===== src/design/dkm_div_pipe.sv =====
// ============================================================================
// dkm_div_pipe: pipelined restoring divider
// Each stage develops STEP_BITS quotient bits by compare and subtract; the
// dividend shifts out of the quotient register as quotient bits shift in.
// A payload word travels beside each beat; all stages advance on ce.
// ============================================================================
`default_nettype none

module dkm_div_pipe #(
    parameter int DEN_W     = 16,
    parameter int QUO_W     = 16,
    parameter int STEP_BITS = 1,
    parameter int PAY_W     = 64
) (
    input  wire logic             clk,
    input  wire logic             rst_n,
    input  wire logic             ce,
    input  wire logic             in_valid,
    input  wire logic [DEN_W-1:0] in_rem,
    input  wire logic [QUO_W-1:0] in_quo,
    input  wire logic [DEN_W-1:0] den,
    input  wire logic [PAY_W-1:0] in_pay,
    output logic                  out_valid,
    output logic      [QUO_W-1:0] out_quo,
    output logic      [PAY_W-1:0] out_pay
);

    localparam int STAGES = QUO_W / STEP_BITS;

    logic             valid_reg [STAGES];
    logic [DEN_W-1:0] rem_reg   [STAGES];
    logic [QUO_W-1:0] quo_reg   [STAGES];
    logic [PAY_W-1:0] pay_reg   [STAGES];

    logic             src_valid [STAGES];
    logic [DEN_W-1:0] src_rem   [STAGES];
    logic [QUO_W-1:0] src_quo   [STAGES];
    logic [PAY_W-1:0] src_pay   [STAGES];

    logic [DEN_W-1:0] rem_next  [STAGES];
    logic [QUO_W-1:0] quo_next  [STAGES];

    // Stage inputs: the ports feed the first stage, each register the next.
    always_comb
    begin
        src_valid[0] = in_valid;
        src_rem[0]   = in_rem;
        src_quo[0]   = in_quo;
        src_pay[0]   = in_pay;
        for (int s = 1; s < STAGES; s++)
        begin
            src_valid[s] = valid_reg[s-1];
            src_rem[s]   = rem_reg[s-1];
            src_quo[s]   = quo_reg[s-1];
            src_pay[s]   = pay_reg[s-1];
        end
    end

    // Restoring steps of every stage.
    always_comb
    begin
        logic [DEN_W:0]   trial;
        logic [DEN_W-1:0] rem_w;
        logic [QUO_W-1:0] quo_w;
        for (int s = 0; s < STAGES; s++)
        begin
            rem_w = src_rem[s];
            quo_w = src_quo[s];
            for (int b = 0; b < STEP_BITS; b++)
            begin
                trial = {rem_w, quo_w[QUO_W-1]};
                if (trial >= {1'b0, den})
                begin
                    trial = trial - {1'b0, den};
                    quo_w = {quo_w[QUO_W-2:0], 1'b1};
                end
                else
                begin
                    quo_w = {quo_w[QUO_W-2:0], 1'b0};
                end
                rem_w = trial[DEN_W-1:0];
            end
            rem_next[s] = rem_w;
            quo_next[s] = quo_w;
        end
    end

    // Valid bits of the stages.
    always_ff @(posedge clk or negedge rst_n)
    begin
        if (!rst_n)
        begin
            for (int s = 0; s < STAGES; s++)
            begin
                valid_reg[s] <= 1'b0;
            end
        end
        else if (ce)
        begin
            for (int s = 0; s < STAGES; s++)
            begin
                valid_reg[s] <= src_valid[s];
            end
        end
    end

    // Data of the stages.
    always_ff @(posedge clk)
    begin
        if (ce)
        begin
            for (int s = 0; s < STAGES; s++)
            begin
                rem_reg[s] <= rem_next[s];
                quo_reg[s] <= quo_next[s];
                pay_reg[s] <= src_pay[s];
            end
        end
    end

    assign out_valid = valid_reg[STAGES-1];
    assign out_quo   = quo_reg[STAGES-1];
    assign out_pay   = pay_reg[STAGES-1];

endmodule

`default_nettype wire


===== config.mk =====
export PLATFORM = sky130hd
export DESIGN_NAME = dkm_div_pipe
export DESIGN_NICKNAME = d
export VERILOG_FILES = /design/src/design/dkm_div_pipe.sv
export SDC_FILE = /design/constraint.sdc
export NUM_CORES = 2
export LEC_CHECK = 0
export ABC_AREA = 1
export BUFFER_PORTS_ARGS = -buffer_cell sky130_fd_sc_hd__buf_2
export CELL_PAD_IN_SITES_DETAIL_PLACEMENT = 0
export CELL_PAD_IN_SITES_GLOBAL_PLACEMENT = 1
export CORE_MARGIN = 4
export CORE_UTILIZATION = 40
export CTS_CLUSTER_SIZE = 8
export DETAILED_ROUTE_END_ITERATION = 10
export PLACE_DENSITY = 0.7
export SLEW_MARGIN = 20
export SYNTH_ARGS = -nofsm -noshare
export SYNTH_HDL_FRONTEND = slang
export SYNTH_SLANG_ARGS = --single-unit

===== constraint.sdc =====
create_clock -name clk -period 2.5 [get_ports clk]
set_input_delay 0.125 -clock clk [delete_from_list [all_inputs] [get_ports clk]]
set_output_delay 0.125 -clock clk [all_outputs]
set_load 0.02 [all_outputs]

==> impl_metrics.xml <==
<?xml version="1.0" encoding="UTF-8"?>
<metrics>
  <group name="status">
    <metric name="result_of_the_run" unit="">completed</metric>
  </group>
  <group name="pwr">
    <metric name="cell_internal_pwr" unit="mW">57.98</metric>
    <metric name="power_frac_seq" unit="">0.405</metric>
    <metric name="total_power" unit="mW">86.57</metric>
    <metric name="static-leakage-power" unit="nW">34.93</metric>
    <metric name="power-per-cell-area" unit="nW/µm²">1079</metric>
    <metric name="comb_power_share" unit="">0.301</metric>
    <metric name="pwr-share-clk" unit="">0.294</metric>
    <metric name="netSwitchingFraction" unit="">0.3303</metric>
    <metric name="vdd_ir_drop_max" unit="V">0.0008142</metric>
    <metric name="total_switching_power" unit="mW">28.59</metric>
  </group>
  <group name="global_route">
    <metric name="globalRouteOverflowTotal" unit="">0</metric>
    <metric name="grt_antenna_before_repair" unit="">1</metric>
    <metric name="first_pass_grt_wire_length" unit="µm">230700</metric>
    <metric name="grt_pass1_vias" unit="">40874</metric>
    <metric name="global_route_usage_over_all_layers" unit="">0.1713</metric>
    <metric name="grt_max_degree" unit="">106</metric>
  </group>
  <group name="timing">
    <metric name="slew-limit-headroom" unit="">0.5227</metric>
    <metric name="rsz0062_at_grt" unit="">false</metric>
    <metric name="post-route-period-util" unit="">0.9224</metric>
    <metric name="hold_ws" unit="ps">66.31</metric>
    <metric name="worst-slew-pin-transition" unit="ps">713.6</metric>
    <metric name="postLayoutSetupSlackWorst" unit="ps">193.9</metric>
    <metric name="finalHoldViolations" unit="">0</metric>
    <metric name="finalWorstPathRequiredPeriod" unit="ps">2306</metric>
    <metric name="drv_slew" unit="">0</metric>
    <metric name="final.setup_skew" unit="ps">65.37</metric>
    <metric name="setup-tns-final" unit="ps">0</metric>
    <metric name="fmax" unit="GHz">0.4336</metric>
    <metric name="setup_viol_count_final" unit="">0</metric>
  </group>
  <group name="floorplan">
    <metric name="fp.dieW" unit="µm">417.2</metric>
    <metric name="design.core.area" unit="µm²">165700</metric>
    <metric name="die_h" unit="µm">417.2</metric>
    <metric name="start_util" unit="">0.4042</metric>
    <metric name="floorplan.rows" unit="">149</metric>
    <metric name="i_o_pins" unit="">197</metric>
    <metric name="dieArea" unit="µm²">174100</metric>
  </group>
  <group name="final_layout">
    <metric name="layout-drive-gt1-share" unit="">0.1386</metric>
    <metric name="area_growth_synth_to_finish" unit="%">19.78</metric>
    <metric name="max_reg_flops" unit="">1024</metric>
    <metric name="final_core_utilization" unit="">0.4841</metric>
    <metric name="finish.net_count" unit="">6857</metric>
    <metric name="final-instance-count-excl-fill" unit="">8704</metric>
    <metric name="cell_area_after_layout" unit="µm²">80240</metric>
    <metric name="n_fill_cell" unit="">14738</metric>
    <metric name="diodes" unit="">0</metric>
  </group>
  <group name="synthesis">
    <metric name="syn-instance-count" unit="">5694</metric>
    <metric name="postSynthRegisterBits" unit="">1536</metric>
    <metric name="synth_top_area_cell" unit="">edfxtp_1</metric>
    <metric name="syn_area_per_cell" unit="µm²">11.76</metric>
    <metric name="synth.cells.most_frequent" unit="">1843 x nand2_1, 1520 x edfxtp_1, 742 x inv_1</metric>
    <metric name="ys.flop_type" unit="">edfxtp_1</metric>
    <metric name="synth.top_cell.area_share" unit="">0.6814</metric>
    <metric name="postSynth.asyncResetShare" unit="">0.01042</metric>
    <metric name="synthesis.area" unit="µm²">66990</metric>
    <metric name="synth_nets" unit="">6081</metric>
    <metric name="yosys_warnings" unit="">0</metric>
    <metric name="synth.lib_cells_used.distinct" unit="">43</metric>
    <metric name="synth-edff-count" unit="">1520</metric>
    <metric name="synth.area.top_cells" unit="">edfxtp_1 68%, nand2_1 10%, ha_1 4.8%</metric>
    <metric name="synthMostInstantiatedCell" unit="">nand2_1</metric>
    <metric name="seq_area_frac_synth" unit="">0.6873</metric>
  </group>
  <group name="flow_run">
    <metric name="cap_viol_max_count" unit="">0</metric>
  </group>
  <group name="drt">
    <metric name="drtAntennaViolNets" unit="">0</metric>
    <metric name="drt_first_iter_violations" unit="">2954</metric>
    <metric name="drc" unit="">0</metric>
    <metric name="wl_per_cell" unit="µm">17.16</metric>
    <metric name="route.vias.total" unit="">40843</metric>
    <metric name="route.detailed.vias_per_inst" unit="">4.692</metric>
    <metric name="drtPass1Iterations" unit="">7</metric>
    <metric name="route.final.wire_length" unit="µm">149400</metric>
  </group>
  <group name="clock_network">
    <metric name="cts.root.buffer_cell" unit="">clkbuf_16</metric>
    <metric name="cts.sinks" unit="">1536</metric>
    <metric name="ctsHtreeMaxLevel" unit="">4</metric>
    <metric name="cts_buf_count" unit="">213</metric>
    <metric name="cts_tree" unit="">yes</metric>
    <metric name="clock_latency" unit="ps">840</metric>
    <metric name="max-clock-path-buffers" unit="">3</metric>
    <metric name="cts.clk_slew.worst_paths" unit="ps">50</metric>
    <metric name="post_cts.repair.setup_buffers" unit="">0</metric>
  </group>
  <group name="critical_path">
    <metric name="timing_worst_setup_path_type" unit="">flip-flop to flip-flop</metric>
    <metric name="worstPathArrival" unit="ps">2810</metric>
    <metric name="endpoint" unit="">rem_reg[0][58]</metric>
    <metric name="timing.critical_path.required" unit="ps">3000</metric>
    <metric name="worstSetupEndpointType" unit="">flip-flop</metric>
    <metric name="critical_path_launch_point_type" unit="">flip-flop</metric>
    <metric name="cp-startpoint" unit="">quo_reg[0][47]</metric>
    <metric name="worst-r2r-setup-slack" unit="ps">190</metric>
    <metric name="worst-path-max-fanout" unit="">3</metric>
    <metric name="rr_endpoint" unit="">rem_reg[0][58]</metric>
    <metric name="crit-reg2reg-launch" unit="">quo_reg[0][47]</metric>
    <metric name="timing.reg2reg.worst_path_depth" unit="">11</metric>
  </group>
  <group name="placed_design">
    <metric name="gp_congestion" unit="">0.8742</metric>
    <metric name="placedInstanceArea" unit="µm²">72640</metric>
    <metric name="place.port_buffers" unit="">196</metric>
    <metric name="placedCellCount" unit="">8269</metric>
    <metric name="preCtsSetupSlack" unit="ps">134.1</metric>
    <metric name="dp.final_hpwl" unit="µm">101900</metric>
  </group>
  <group name="hold_path">
    <metric name="hold_path.class" unit="">input pin to flip-flop</metric>
  </group>
</metrics>
[power groups by stage]
stage / logic (mW) / clock network (mW) / registers, mW
global placement: 25.6 / 0 / 35.5
floorplan: 17.6 / 0 / 34.2
global route: 29.5 / 27.5 / 35.3
CTS: 26.0 / 26.3 / 35.1
finish: 26.0 / 25.5 / 35.1
detailed placement: 25.7 / 0 / 35.5
[timing repair]
| action | 4_1_cts | 5_1_grt |
|---|---|---|
| resized for setup | 0 | 0 |
| endpoints found under the hold margin | 219 | 0 |
| hold buffers | 175 | 0 |
| setup endpoints to repair | 0 | 0 |
[worst max-delay path, stage by stage (launching register included)]
cell	delay [ps]
edfxtp_1	460
inv_1	70
ha_1	210
fa_1	410
inv_1	90
nand4_1	100
nand2_1	200
nand2_1	100
nand3_1	80
nand2_1	60
nand2_1	60
nand2_1	120
[per-layer routing]
metal,part of all wire,up-vias,track usage
met1,0.45,19217,0.2255
met2,0.49,804,0.2900
met5,0,-,0
met3,0.042,223,0.02956
li1,-,20599,-
met4,0.024,0,0.05286
[cell families (layout without fill, tap and decap cells)]
logic type / after synthesis / in the layout / synth area share
compound gates: 191 / 191 / 0.01545
fa+ha+maj: 271 / 271 / 0.05230
simple gates: 2707 / 2707 / 0.1749
flops: 1536 / 1536 / 0.6873
xor+xnor: 92 / 92 / 0.01203
buf+inv: 897 / 1718 / 0.05796
[worst min path at each step]
stage / slack [ps] / cells after the start / start / end
final: 70 / 2 / in_pay[29] / pay_reg[0][29]
after global routing: 30 / 2 / in_pay[29] / pay_reg[0][29]
after CTS: 3 / 2 / in_pay[29] / pay_reg[0][29]
after detailed placement: 60 / 1 / rst_n / src_valid[11]
after global placement: 50 / 1 / rst_n / src_valid[11]
after floorplan: -170 / 0 / rst_n / out_valid
[cells in the final DEF, fill, tap and decap left out, types with 24 or more instances in the layout]
master         netlist  final
nand2_1           1843   1843
nand3_1            405    405
nor2_1             171    171
nand4_1             70     70
nand3b_1            33     33
ha_1               256    256
buf_12               1     40
clkbuf_1             3     24
dlygate4sd3_1        0    175
a21oi_1            149    149
buf_2               20    195
xor2_1              72     72
nand2_2             42     42
clkbuf_16            0    213
inv_1              742    742
buf_4               94    288
edfxtp_1          1520   1520
nor3_1              38     38
[layout make-up]
| cell class | instances | area, µm² | share of cell area |
|---|---|---|---|
| Timing Repair Buffer | 698 | 5690 | 0.07092 |
| Clock buffer | 237 | 5420 | 0.06755 |
| Multi-Input combinational cell | 3261 | 17060 | 0.2126 |
| Sequential cell | 1536 | 46040 | 0.5739 |
| Tap cell | 2189 | 2739 | 0.03413 |
| Clock inverter | 23 | 429.2 | 0.005349 |
| Inverter | 760 | 2853 | 0.03555 |
Power figures use the tool's default switching activity.
